`src/hdl/svt_pkg.sv`:
```
// Shared types, constants and helper functions of the sparse voxel tree store.
// No dependencies; used by every file under hdl but svt_ram.
package svt_pkg;

  localparam int MaxLevels   = 5;
  localparam int NodeCap     = 4096;
  localparam int Children    = 64;
  localparam int NodeW       = $clog2(NodeCap);       // node index
  localparam int UsedW       = NodeW + 1;             // node count / base with "none"
  localparam int LvW         = $clog2(MaxLevels + 1);
  localparam int ChildW      = $clog2(Children);
  localparam int CoordW      = 10;
  localparam int ResW        = 11;
  localparam int MatW        = 32;
  localparam int DensW       = 16;
  localparam int InW         = 80;
  localparam int OutW        = 56;
  localparam logic [UsedW-1:0] NoChild  = '1;
  localparam logic [UsedW-1:0] FullMark = UsedW'(NodeCap - Children);
  localparam logic [ResW-1:0]  ResReset = ResW'(1024);

  typedef enum logic [1:0] {
    OP_INSERT = 2'd0,
    OP_LOOKUP = 2'd1,
    OP_CLEAR  = 2'd2,
    OP_NONE   = 2'd3
  } op_t;

  typedef enum logic [1:0] {
    ST_DONE    = 2'd0,
    ST_IGNORED = 2'd1,
    ST_FULL    = 2'd2,
    ST_SPARE   = 2'd3
  } status_t;

  typedef enum logic [2:0] {
    RES_DONE,
    RES_IGNORED,
    RES_FULL,
    RES_HIT,
    RES_MISS
  } res_t;

  typedef enum logic [3:0] {
    S_INIT,
    S_IDLE,
    S_DECODE,
    S_READ,
    S_EVAL,
    S_CLEAR,
    S_MASK,
    S_FINISH
  } state_t;

  typedef struct packed {
    logic load;        // capture input beat
    logic root_init;   // write empty root, nodes_used = 1
    logic capture;     // record path node/child/mask at current level
    logic alloc;       // point node at fresh child block
    logic clr_step;    // clear one child entry
    logic alloc_done;  // step into freshly allocated child
    logic advance;     // step into existing child
    logic leaf_wr;     // write material and density at leaf
    logic mask_step;   // set one mask bit along the path
    logic set_res;     // latch result
    res_t res;
    logic push;        // move result into output register
  } svt_cmd_t;

  typedef struct packed {
    op_t  op;
    logic bad_insert;
    logic out_of_bounds;
    logic lv_end;
    logic depth_zero;
    logic no_base;
    logic pool_full;
    logic miss;
    logic hit;
    logic clr_last;
    logic mask_last;
    logic out_free;
  } svt_stat_t;

  // Least depth whose power of four covers the resolution, capped
  function automatic logic [LvW-1:0] level_count(input logic [ResW-1:0] res);
    logic [2*MaxLevels:0] sz;
    logic [LvW-1:0]       d;
    sz = (2*MaxLevels+1)'(1);
    d  = '0;
    for (int i = 0; i < MaxLevels; i++) begin
      if (sz < (2*MaxLevels+1)'(res)) begin
        sz = sz << 2;
        d  = d + 1'b1;
      end
    end
    return d;
  endfunction

  // Morton-style 6-bit child index for one level
  function automatic logic [ChildW-1:0] child_index(
    input logic [CoordW-1:0] x, input logic [CoordW-1:0] y, input logic [CoordW-1:0] z,
    input logic [LvW-1:0] depth, input logic [LvW-1:0] lv);
    logic [LvW-1:0]    p;
    logic [CoordW-1:0] xs, ys, zs;
    p  = depth - lv - 1'b1;
    xs = x >> {p, 1'b0};
    ys = y >> {p, 1'b0};
    zs = z >> {p, 1'b0};
    return {zs[1], ys[1], xs[1], zs[0], ys[0], xs[0]};
  endfunction

endpackage

```
`src/hdl/svt_ctrl.sv`:
```
// Controller state machine of the voxel tree store.
// Depends on svt_pkg; drives svt_dp through svt_cmd_t.
module svt_ctrl (
  input  logic               clk,
  input  logic               rst,
  input  logic               in_valid,
  output logic               in_ready,
  input  svt_pkg::svt_stat_t stat,
  output svt_pkg::svt_cmd_t  cmd
);
  import svt_pkg::*;

  state_t state, state_next;

  always_ff @(posedge clk) begin
    if (rst) state <= S_INIT;
    else     state <= state_next;
  end

  always_comb begin
    state_next = state;
    unique case (state)
      S_INIT:   state_next = S_IDLE;
      S_IDLE:   if (in_valid) state_next = S_DECODE;
      S_DECODE: begin
        priority case (1'b1)
          stat.op == OP_CLEAR || stat.op == OP_NONE: state_next = S_FINISH;
          stat.op == OP_INSERT && stat.bad_insert:   state_next = S_FINISH;
          stat.op == OP_LOOKUP && stat.out_of_bounds: state_next = S_FINISH;
          default:                                   state_next = S_READ;
        endcase
      end
      S_READ:   state_next = S_EVAL;
      S_EVAL: begin
        if (stat.op == OP_LOOKUP) begin
          if (stat.lv_end || stat.miss) state_next = S_FINISH;
          else                          state_next = S_READ;
        end else if (stat.lv_end) begin
          state_next = stat.depth_zero ? S_FINISH : S_MASK;
        end else if (stat.no_base) begin
          state_next = stat.pool_full ? S_FINISH : S_CLEAR;
        end else begin
          state_next = S_READ;
        end
      end
      S_CLEAR:  if (stat.clr_last) state_next = S_READ;
      S_MASK:   if (stat.mask_last) state_next = S_FINISH;
      S_FINISH: if (stat.out_free) state_next = S_IDLE;
      default:  state_next = S_INIT;
    endcase
  end

  always_comb begin
    cmd      = '0;
    cmd.res  = RES_DONE;
    in_ready = 1'b0;
    unique case (state)
      S_INIT:   cmd.root_init = 1'b1;
      S_IDLE: begin
        in_ready = 1'b1;
        cmd.load = in_valid;
      end
      S_DECODE: begin
        cmd.set_res = 1'b1;
        priority case (1'b1)
          stat.op == OP_CLEAR: begin
            cmd.root_init = 1'b1;
            cmd.res       = RES_DONE;
          end
          stat.op == OP_NONE:                         cmd.res = RES_IGNORED;
          stat.op == OP_INSERT && stat.bad_insert:    cmd.res = RES_IGNORED;
          stat.op == OP_LOOKUP && stat.out_of_bounds: cmd.res = RES_IGNORED;
          default:                                    cmd.set_res = 1'b0;
        endcase
      end
      S_EVAL: begin
        if (stat.op == OP_LOOKUP) begin
          if (stat.lv_end) begin
            cmd.set_res = 1'b1;
            cmd.res     = stat.hit ? RES_HIT : RES_MISS;
          end else if (stat.miss) begin
            cmd.set_res = 1'b1;
            cmd.res     = RES_MISS;
          end else begin
            cmd.advance = 1'b1;
          end
        end else if (stat.lv_end) begin
          cmd.leaf_wr = 1'b1;
          cmd.set_res = stat.depth_zero;
          cmd.res     = RES_DONE;
        end else begin
          cmd.capture = 1'b1;
          if (stat.no_base) begin
            cmd.set_res = stat.pool_full;
            cmd.res     = RES_FULL;
            cmd.alloc   = !stat.pool_full;
          end else begin
            cmd.advance = 1'b1;
          end
        end
      end
      S_CLEAR: begin
        cmd.clr_step   = 1'b1;
        cmd.alloc_done = stat.clr_last;
      end
      S_MASK: begin
        cmd.mask_step = 1'b1;
        cmd.set_res   = stat.mask_last;
        cmd.res       = RES_DONE;
      end
      S_FINISH: cmd.push = stat.out_free;
      default: ;
    endcase
  end
endmodule

```
`config.mk`:
```
export PLATFORM = sky130hd
export DESIGN_NAME = svt_ctrl
export DESIGN_NICKNAME = d
export VERILOG_FILES = /design/src/hdl/svt_pkg.sv /design/src/hdl/svt_ctrl.sv
export SDC_FILE = /design/constraint.sdc
export NUM_CORES = 1
export LEC_CHECK = 0
export ABC_AREA = 1
export BUFFER_PORTS_ARGS = -buffer_cell sky130_fd_sc_hd__buf_4
export CAP_MARGIN = 20
export CELL_PAD_IN_SITES_DETAIL_PLACEMENT = 1
export CELL_PAD_IN_SITES_GLOBAL_PLACEMENT = 2
export CORE_MARGIN = 1
export CORE_UTILIZATION = 17
export DETAILED_ROUTE_END_ITERATION = 16
export HOLD_SLACK_MARGIN = 0.12
export PLACE_DENSITY = 0.76
export SLEW_MARGIN = 15
export SYNTH_ARGS = -nofsm -noshare
export SYNTH_HDL_FRONTEND = slang
export SYNTH_SLANG_ARGS = --single-unit
export TNS_END_PERCENT = 1
```
`constraint.sdc`:
```
create_clock -name clk -period 1.4 [get_ports clk]
set_input_delay 0.07 -clock clk [delete_from_list [all_inputs] [get_ports clk]]
set_output_delay 0.07 -clock clk [all_outputs]
set_load 0.05 [all_outputs]
```
* Yosys cells after proc, flatten, opt, wreduce, memory -nomap -nowiden *
Index checks and enable logic that the tools add are counted.

word-level totals
  logic and storage cells = 71
  flip-flop bits (word level) = 4
  bits of input ports = 16
  output and inout port bits = 15

operators by class
  eq/ne operators = 14
  reductions and logical operators = 8
  mux-type cells = 48

operator list
  kind                                                 count
  two-way mux 4 bit                                    10
  case mux 4 bit (8 select lines)                      1
  two-way mux 1 bit                                    22
  two-way mux 3 bit                                    7
  equality test 4 x 3 -> 1 bit, second input constant  4
  two-way mux 2 bit                                    6
  case mux 4 bit (3 select lines)                      1
  equality test 4 x 2 -> 1 bit, second input constant  2
  != test 2 bit, second input constant                 4
  equality test 2 bit, second input constant           2
  equality test 4 x 1 -> 1 bit, second input constant  1
  logical NOT 4 bit                                    1
  AND reduction 4 bit                                  1
  equality test 2 x 1 -> 1 bit, second input constant  1
  logical AND 1 bit                                    2
  logical NOT 2 bit                                    1
  logical OR 1 bit                                     2
  case mux 1 bit (2 select lines)                      1
  logical NOT 1 bit                                    1

* Longest topological paths before layout *
Gate-level depths: netlist (run 1).

  depth in word-level cells = 7
  mapped depth = 9
  gate-level depth less buffers = 8

* Least setup slack after synthesis (run 1) *
Ideal clock, no wire load.

  kind = register to output
  start = register state[1]
  end = output port cmd[3] in the netlist's numbering
  required time = 1330 ps
  arrival = 2095 ps
  setup slack = -765 ps
  buffers on the path = 1
  cell stages (with the launch flop) = 5
  cells stage by stage = dfxtp_1 -> buf_6 -> clkinv_2 -> nand3_2 -> nor4_1

RTL lines
  element                 line            source
  start, declared         svt_ctrl.sv:13  state_t state, state_next;
  start signal, assigned  svt_ctrl.sv:17  else state <= state_next;
  end, declared           svt_ctrl.sv:9   output svt_pkg::svt_cmd_t cmd

==> impl_metrics.toml, run 1 <==
[cells_and_area]
area_delta_synth_final_pct = 94.5
drive_gt1_share_pct = 53.5
top_register = "state"
largest_register_ffs = 3
final_util_pct = 36.1
mostFrequentLayoutCell = "buf_4"
layout_common_cells = "30 x buf_4, 18 x nand2_1, 15 x inv_1, 15 x nor2_1, 6 x buf_6"
fill_cells = 349
antenna_cells = 0
reg_top3 = "state (3)"
final_nets = 146

[sta]
worst_slew_margin_rel_pct = 82.6
hold_viol_final = 0
fmax_mhz = 730
rsz0062_at_grt = "true"
setup_viol = 0
clock_skew_ns = 0.000732
period_share_pct = 97.9
drv_slew = 0
fin_crit_ns = 1.37
timing.final.ws_setup_ns = 0.0292
worst_pin_slew_ns = 0.261

[yosys]
netlist_instances = 89
synth-seq-area-share_pct = 12.6
syn-cell-area_um2 = 477
ys_warn_count = 0
yosysTopAreaCell = "nand2_1"
ys_top_cells_by_area = "nand2_1 16%, dfxtp_1 13%, inv_1 13%, nor2_1 13%, nand3_2 10%"
syn_avg_cell_area_um2 = 5.36
ys_ff_latch = 3
synth_nets = 105
synth_cell_types = 21
netlist.area_leader.share_pct = 15.7

[die]
start_util_pct = 18.6
core_region_area_um2 = 2570
die_h_um = 55.0
die-area_um2 = 3020
core.rowCount = 18
die_x_um = 55.0
ios = 31

[power]
switchingPower_w = 0.000794
intPower_w = 0.000641
p_comb_share_pct = 73.9
seqPwrFrac_pct = 15.1
power.density_nw_per_um2 = 1550
vdd_drop_max_mv = 0.644
p_clk_share_pct = 11.0
leakagePower_nw = 0.507
switching_share_pct = 55.3

[clock_network]
cts_max_level = 1
cts_tree = "built"
cts.sinks = 3
clk_pin_slew_ns = 0.04
cts-root-buf = "clkbuf_4"
insertion_delay_ns = 0.24
clock_path_buffers = 2
cts_buffers = 3

[place]
portBuffers = 30
gp_congestion = 0.816
dp_hpwl_um = 1460
pre_cts_slack_ns = 0.115

[worst_setup_path]
crit_chain = "inv_4 -> nand3_4 -> buf_6 -> nor4_4 -> buf_6"
cp-start-kind = "flip-flop"
r2r_slack_ns = 0.22
criticalPathCategory = "flip-flop to output port"
crit_top_cell = "buf_6"
cp_max_fo = 5
cp_data_arrival_time_ns = 1.30
critPathSlowestCell = "dfxtp_4"
max_stage_delay_ns = 0.35
end_kind = "output port"
critPathRequiredTime_ns = 1.33

[detailed_routing]
dr_wl_met3_um = 140
remaining_drc_errors = 0
drt_iter0_drc = 4
wl_met1_um = 671
first_pass_iters = 3
vias_per_cell = 4.31
post_drt_wl_per_cell_um = 10.9
dr.max_layer_used = "met3"
wirelength_um = 1740
vias = 685
route.met2.wl_um = 924
route.antenna.remaining_nets = 0

[grt]
grt_pass1_vias = 656
overflow = 0
antenna_found_initial = 0
grt_use_total_pct = 12.3
grt_pass1_wl_um = 2650
grt_start_max_net_pins = 7

[job]
drv_cap = 0

[worst_hold_path]
hold_path_class = "input pin to flip-flop"

[run_status]
status = "finished clean"
## worst paths after layout
kind,start,endpoint,depth (start not counted)
worst max-delay path,state[0],cmd[3],5
worst min-delay path,in_valid,state[2],3
worst max register to register,state[1],state[1],8
worst min register to register,state[1],state[1],4
## per-stage QoR
step / area (um2) / TNS (ns) / power [W] / hold slack (ns) / std cells
after floorplan: 498 / -0.765 / 0.000850 / 0.228 / 89
after global placement: 772 / 0 / 0.00112 / 0.339 / 151
after detailed placement: 772 / 0 / 0.00112 / 0.352 / 151
after CTS: 836 / -0.00838 / 0.00135 / 0.149 / 156
after global routing: 927 / -0.0631 / 0.00155 / 0.197 / 159
final: 927 / 0 / 0.00144 / 0.167 / 159
## metal layers
layer  up-vias  track usage [%]
met5         -                0
met4         0             1.25
met3         0             3.83
met2        28             24.5
met1       299             12.9
li1        358                -
## area by class of cell
class / count / area [um2] / area share, %
well taps: 30 / 37.5 / 4.05
multi-input cells: 65 / 404 / 43.6
flip-flops and latches: 3 / 71.3 / 7.69
inverters: 20 / 85.1 / 9.18
clock buffers: 4 / 26.3 / 2.83
repair buffers: 37 / 303 / 32.7
## power by group through the flow
stage                     Combinational [W]  Sequential, W  Clock [W]
final                               0.00106       0.000217   0.000157
after global routing                0.00115       0.000225   0.000174
after CTS                          0.000973       0.000210   0.000167
after detailed placement           0.000934       0.000187          0
after global placement             0.000929       0.000186          0
after floorplan                    0.000687       0.000162          0
## cells in the mapped netlist, drive strengths merged
cell    number
nand2       21
xnor2        1
clkinv       1
dfxtp        3
inv         19
o21a         1
o21ai        3
nor2        19
nand3       11
nor3         3
o31ai        1
buf          1
nor4         1
a21oi        4
## worst max-delay path, delay by kind of cell, from the launching register on
kind / cells / cell delay (ns)
AND/OR/NAND/NOR: 2 / 0.27
flip-flops: 1 / 0.35
buffers and inverters: 3 / 0.44
## kinds of logic (layout without fill, tap and decap cells)
group | Yosys count | in the layout | synth area share, %
simple gates | 55 | 55 | 55.9
buf+inv | 21 | 61 | 18.4
compound gates | 9 | 9 | 11.3
flops | 3 | 3 | 12.6
xor+xnor | 1 | 1 | 1.84
## what timing repair did
item                                    CTS  global route
pin swaps                                 1             5
resized for setup                         9            18
buffers inserted                          0             3
endpoints found under the hold margin     2             0
hold buffers                              1             0
endpoints found under the setup margin    8             6
Note: power is estimated with default switching activity, not from simulation.
==> run 2: changes to the inputs <==
Settings changed: CORE_UTILIZATION 17 to 16, PLACE_DENSITY 0.76 to 0.75.
Clock period 1.4 ns to 1.2 ns, I/O delays scaled along.
==> impl_metrics.toml, run 2 (synthesis results as in run 1) <==
[worst_setup_path]
critPathRequiredTime_ns = 1.14
criticalPathCategory = "flip-flop to output port"
cp_max_fo = 5
cp_data_arrival_time_ns = 1.33
end_kind = "output port"
cp-start-kind = "flip-flop"

[grt]
grt_use_total_pct = 13.5
grt_start_max_net_pins = 7
antenna_found_initial = 0
grt_pass1_vias = 816
grt_use_met3_pct = 1.38
grt_pass1_wl_um = 3450
overflow = 0
met1_usage_pct = 14.9
busiest_layer = "met2"
use_met2_pct = 26.7

[cells_and_area]
layout_common_cells = "30 x buf_4, 15 x nand2_1, 13 x inv_1, 13 x buf_6, 12 x nor2_1"
top_register = "state"
multi_input_area_um2 = 455
regArea_um2 = 66.3
final_nets = 158
largest_register_ffs = 3
area_delta_synth_final_pct = 138
mostFrequentLayoutCell = "buf_4"
fill_cells = 342
drive_gt1_share_pct = 63.8
reg_top3 = "state (3)"
antenna_cells = 0

[power]
power.density_nw_per_um2 = 1810
p_total_w = 0.00205
leakagePower_nw = 0.583
vdd_drop_max_mv = 0.859

[place]
dp_hpwl_um = 1620
portBuffers = 30
gp_congestion = 0.818

[detailed_routing]
post_drt_wl_per_cell_um = 11.8
first_pass_iters = 4
drt_iter0_drc = 1
vias = 751
remaining_drc_errors = 0
route.antenna.remaining_nets = 0
wirelength_um = 2030
vias_per_cell = 4.37

[clock_network]
cts_tree = "built"
cts-root-buf = "clkbuf_4"
cts_max_level = 1
clk_pin_slew_ns = 0.05
cts_buffers = 3
clock_path_buffers = 2
cts.sinks = 3
insertion_delay_ns = 0.25

[run_status]
status = "finished, violations left"
violations = "setup timing"

[sta]
clock_skew_ns = 0.0106
worst_pin_slew_ns = 0.252
fmax_mhz = 722
period_share_pct = 115
hold_viol_final = 0
fin_crit_ns = 1.39
timing.final.ws_setup_ns = -0.186
drv_slew = 0
hold_slack_ns = 0.188
rsz0062_at_grt = "true"
setup_viol = 15
worst_slew_margin_rel_pct = 83.1

[die]
ios = 31
die_h_um = 56.6
core.rowCount = 19
die_x_um = 56.6
start_util_pct = 17.1
die-area_um2 = 3200
core_region_area_um2 = 2780

[worst_hold_path]
hold_path_class = "input pin to flip-flop"

[job]
drv_cap = 0
==> run 2: cell count changes in the layout (fill, tap and decap cells not counted), sizes merged <==
cell	delta
buf	+12
==> run 2: critical path, cell delays in order, from the launching register on <==
cell and delay [ns]:
dfxtp_2 0.34, clkinv_2 0.09, nand3_4 0.11, buf_6 0.15, nor4_4 0.21, buf_6 0.19
==> run 2: layer usage <==
layer,share of wire (%),vias to the layer above
met2,57,20
met1,40,345
met3,2.0,2
li1,-,384
met4,1.0,0
met5,0,-
==> run 2: worst paths after layout <==
path | startpoint | slack, ns | cells after the start | endpoint
hold / removal | in_valid | 0.19 | 3 | state[2]
hold reg to reg | state[1] | 0.73 | 5 | state[1]
setup reg to reg | state[2] | -0.01 | 8 | state[1]
setup / recovery | state[1] | -0.19 | 5 | cmd[3]
==> run 2: stage by stage <==
step	std cells	setup slack [ns]	util (%)	setup TNS, ns	instance area (um2)
5_1_grt	172	-0.239	40.7	-2.60	1130
3_5_place_dp	166	-0.0541	34.2	-0.142	951
4_1_cts	171	-0.186	38.8	-1.35	1080
6_report	172	-0.186	40.7	-1.37	1130
3_3_place_gp	166	-0.0527	34.2	-0.0988	951
2_1_floorplan	89	-0.155	-	-0.711	558
==> run 2: area by class of cell <==
type	instances	area share (%)
Clock buffer	4	2.32
Tap cell	31	3.43
Sequential cell	3	5.86
Multi-Input combinational cell	65	40.2
Inverter	20	7.40
Timing Repair Buffer	49	40.8
==> run 2: what timing repair did <==
item                                    in CTS  in global routing
hold buffers                                 1                  0
cloned                                       0                  0
buffers inserted                             0                  1
gates resized for setup                     31                 12
pin swaps                                    4                  2
endpoints found under the setup margin      18                 18
endpoints found under the hold margin        3                  0
==> run 2: report_power, final <==
group | internal, W | switching [W] | leakage [nW] | total (W)
combinational | 0.000706 | 0.000921 | 0.542 | 0.00163
sequential | 0.000156 | 0.0000700 | 0.0261 | 0.000226
clock | 0.000126 | 0.0000677 | 0.0150 | 0.000193
==> run 3: changes to the inputs <==
Settings changed: CELL_PAD_IN_SITES_DETAIL_PLACEMENT 1 to unset, CELL_PAD_IN_SITES_GLOBAL_PLACEMENT 2 to unset, CORE_UTILIZATION 16 to 36.
==> impl_metrics.toml, run 3 <==
[run_status]
status = "did not finish"
lastStage = "5_1_grt"
firstError = "[ERROR DPL-0033] detailed placement checks failed during check placement."

[clock_network]
cts_buffers = 3
cts.sinks = 3
cts-root-buf = "clkbuf_4"
clock_path_buffers = 2
cts_max_level = 1

[die]
start_util_pct = 40.7
die_h_um = 38.4
core.rowCount = 12
die_x_um = 38.4
ios = 31

[place]
pre_cts_slack_ns = -0.0185
dp_hpwl_um = 1270
portBuffers = 30
gp_congestion = 0.832
postPlaceCellArea_um2 = 895

[yosys]
synth_flop_cell = "dfxtp_1"
synth-edff-count = 0
ys_top_cells_by_area = "nand2_1 16%, dfxtp_1 13%, inv_1 13%, nor2_1 13%, nand3_2 10%"
syn_avg_cell_area_um2 = 5.36
yosysMostFrequentCell = "nand2_1"
synth_cell_types = 21
ys_async_sr_fraction_pct = 0
ys_ff_latch = 3
ys_warn_count = 0
netlist.area_leader.share_pct = 15.7
syn-cell-area_um2 = 477
synth_nets = 105
netlist_instances = 89
yosysTopAreaCell = "nand2_1"
synth_commonest_cells = "20 x nand2_1, 16 x inv_1, 16 x nor2_1"
synth-seq-area-share_pct = 12.6

[sta]
worst-ep-kind = "output port"
crit_endpoint = "cmd[8]"

[grt]
grt_start_max_net_pins = 7
antenna_found_initial = 0
run 3: repair_timing:
item	CTS
setup buffers	4
pin swaps	8
hold buffers	1
resized for setup	41
endpoints found under the hold margin	3
endpoints found under the setup margin	17
run 3: kinds of logic after synthesis:
kind of cell           Yosys count  synth area share, %
AND/OR/NAND/NOR                 55                 55.9
flip-flops                       3                 12.6
XOR/XNOR                         1                 1.84
AO/OA/AOI/OAI                    9                 11.3
buffers and inverters           21                 18.4
run 3: per-stage QoR:
step	std cells	setup TNS [ns]
3_3_place_gp	146	-0.0208
4_1_cts	155	-0.514
3_5_place_dp	146	-0.0284
2_1_floorplan	89	-0.711
==> run 4: changes to the inputs <==
Settings changed: CORE_AREA set to 2 2 63 65, CORE_MARGIN 1 to unset, CORE_UTILIZATION 36 to unset, DIE_AREA set to 0 0 65 67, HOLD_SLACK_MARGIN 0.12 to unset, PLACE_DENSITY 0.75 to unset, PLACE_DENSITY_LB_ADDON set to 0.15.
Clock period 1.2 ns to 1.6 ns, I/O delays scaled along.
==> impl_metrics.toml, run 4 (synthesis results as in run 1) <==
[clock_network]
post_cts_resized = 0
cts_tree = "built"
cts_hold_buf = 0
cts.sinks = 3
clock_path_buffers = 2
insertion_delay_ns = 0.21
post_cts_buffers = 0
cts-root-buf = "clkbuf_8"
clk_pin_slew_ns = 0.03
cts_max_level = 1
cts_buffers = 3

[cells_and_area]
final_cells = 171
layout_common_cells = "31 x buf_4, 20 x nand2_1, 16 x inv_1, 16 x nor2_1, 6 x nand3_1"
largest_register_ffs = 3
area_delta_synth_final_pct = 71.9
antenna_cells = 0
top_register = "state"
drive_gt1_share_pct = 42.3
mostFrequentLayoutCell = "buf_4"
reg_top3 = "state (3)"
final_nets = 140

[grt]
antenna_found_initial = 0
grt_pass1_vias = 653
grt_pass1_wl_um = 2640
grt_use_total_pct = 7.97
grt_start_max_net_pins = 9
overflow = 0

[worst_setup_path]
r2r-end = "state[1]"
end_kind = "output port"
cp-start-kind = "flip-flop"
ff2ff_path_depth = 8
critPathRequiredTime_ns = 1.52
rr_startpoint = "state[1]"
cp-startpoint = "state[1]"
criticalPathCategory = "flip-flop to output port"
r2r_slack_ns = 0.43
cp_max_fo = 7
cp_data_arrival_time_ns = 1.37

[detailed_routing]
vias_per_cell = 3.73
route.antenna.remaining_nets = 0
post_drt_wl_per_cell_um = 9.01
wirelength_um = 1540
vias = 638
remaining_drc_errors = 0
first_pass_iters = 4
drt_iter0_drc = 17

[power]
vdd_drop_max_mv = 0.265
intPower_w = 0.000539
leakagePower_nw = 0.467
p_comb_share_pct = 67.9
seqPwrFrac_pct = 13.5
power.density_nw_per_um2 = 1430
p_clk_share_pct = 18.6
p_total_w = 0.00117
switchingPower_w = 0.000631
switching_share_pct = 53.9

[sta]
period_share_pct = 90.5
hold_slack_ns = 0.123
worst_pin_slew_ns = 0.253
setup_viol = 0
clock_skew_ns = 0.000335
hold_viol_final = 0
timing.final.ws_setup_ns = 0.152
worst_slew_margin_rel_pct = 83.0
fmax_mhz = 691
rsz0062_at_grt = "false"
fin_crit_ns = 1.45
drv_slew = 0

[run_status]
status = "finished clean"

[place]
dp_hpwl_um = 1360
gp_congestion = 0.742
portBuffers = 30
pre_cts_slack_ns = 0.264
placed_cells = 167

[die]
die-area_um2 = 4360
ios = 31
die_h_um = 67
core_region_area_um2 = 3610
die_x_um = 65
core.rowCount = 22
start_util_pct = 13.2

[worst_hold_path]
hold_path_class = "input pin to flip-flop"
whs_path_depth = 3
min_from = "rst"
whs_endpoint = "state[0]"

[job]
drv_cap = 0
==> run 4: power groups by stage <==
stage | Clock (W) | Combinational [W] | Sequential (W)
6_report | 0.000218 | 0.000794 | 0.000158
5_1_grt | 0.000229 | 0.000873 | 0.000164
4_1_cts | 0.000224 | 0.000797 | 0.000150
3_5_place_dp | 0 | 0.000794 | 0.000150
3_3_place_gp | 0 | 0.000801 | 0.000150
2_1_floorplan | 0 | 0.000595 | 0.000142
==> run 4: critical path, cell delays in order (launching register included) <==
cell	delay [ns]
dfxtp_1	0.33
buf_4	0.17
nand2_1	0.06
nor2_1	0.09
nand2_1	0.09
inv_1	0.07
a21oi_1	0.05
o21ai_1	0.08
buf_4	0.21
==> run 4: cell type report <==
class,count,area [um2]
fill,434,2790
multi-input combinational,65,343
clock buffer,4,45.0
inverter,20,76.3
timing repair buffer,31,233
tap,48,60.1
sequential,3,62.6
==> run 4: stage by stage <==
| step | TNS [ns] | util (%) | area, um2 |
|---|---|---|---|
| 4_1_cts | 0 | 22.4 | 810 |
| 2_1_floorplan | -0.794 | - | 483 |
| 6_report | 0 | 22.7 | 820 |
| 3_3_place_gp | 0 | 21.2 | 764 |
| 3_5_place_dp | 0 | 21.2 | 764 |
| 5_1_grt | 0 | 22.7 | 820 |
==> run 4: how the worst max path moves through the flow <==
stage             end  depth (start not counted)  slack [ns]
3_5_place_dp   cmd[4]                          5        0.26
6_report       cmd[4]                          8        0.15
5_1_grt        cmd[4]                          8        0.02
3_3_place_gp   cmd[4]                          6        0.30
4_1_cts        cmd[4]                          5        0.03
2_1_floorplan  cmd[2]                          4       -0.35
==> run 4: metal layers <==
layer,share of wire [%],GRT usage [%],up-vias
met4,2.5,5.59,0
met5,0,0,-
met2,44,13.1,24
met3,8.1,1.86,4
li1,-,-,344
met1,45,9.04,266
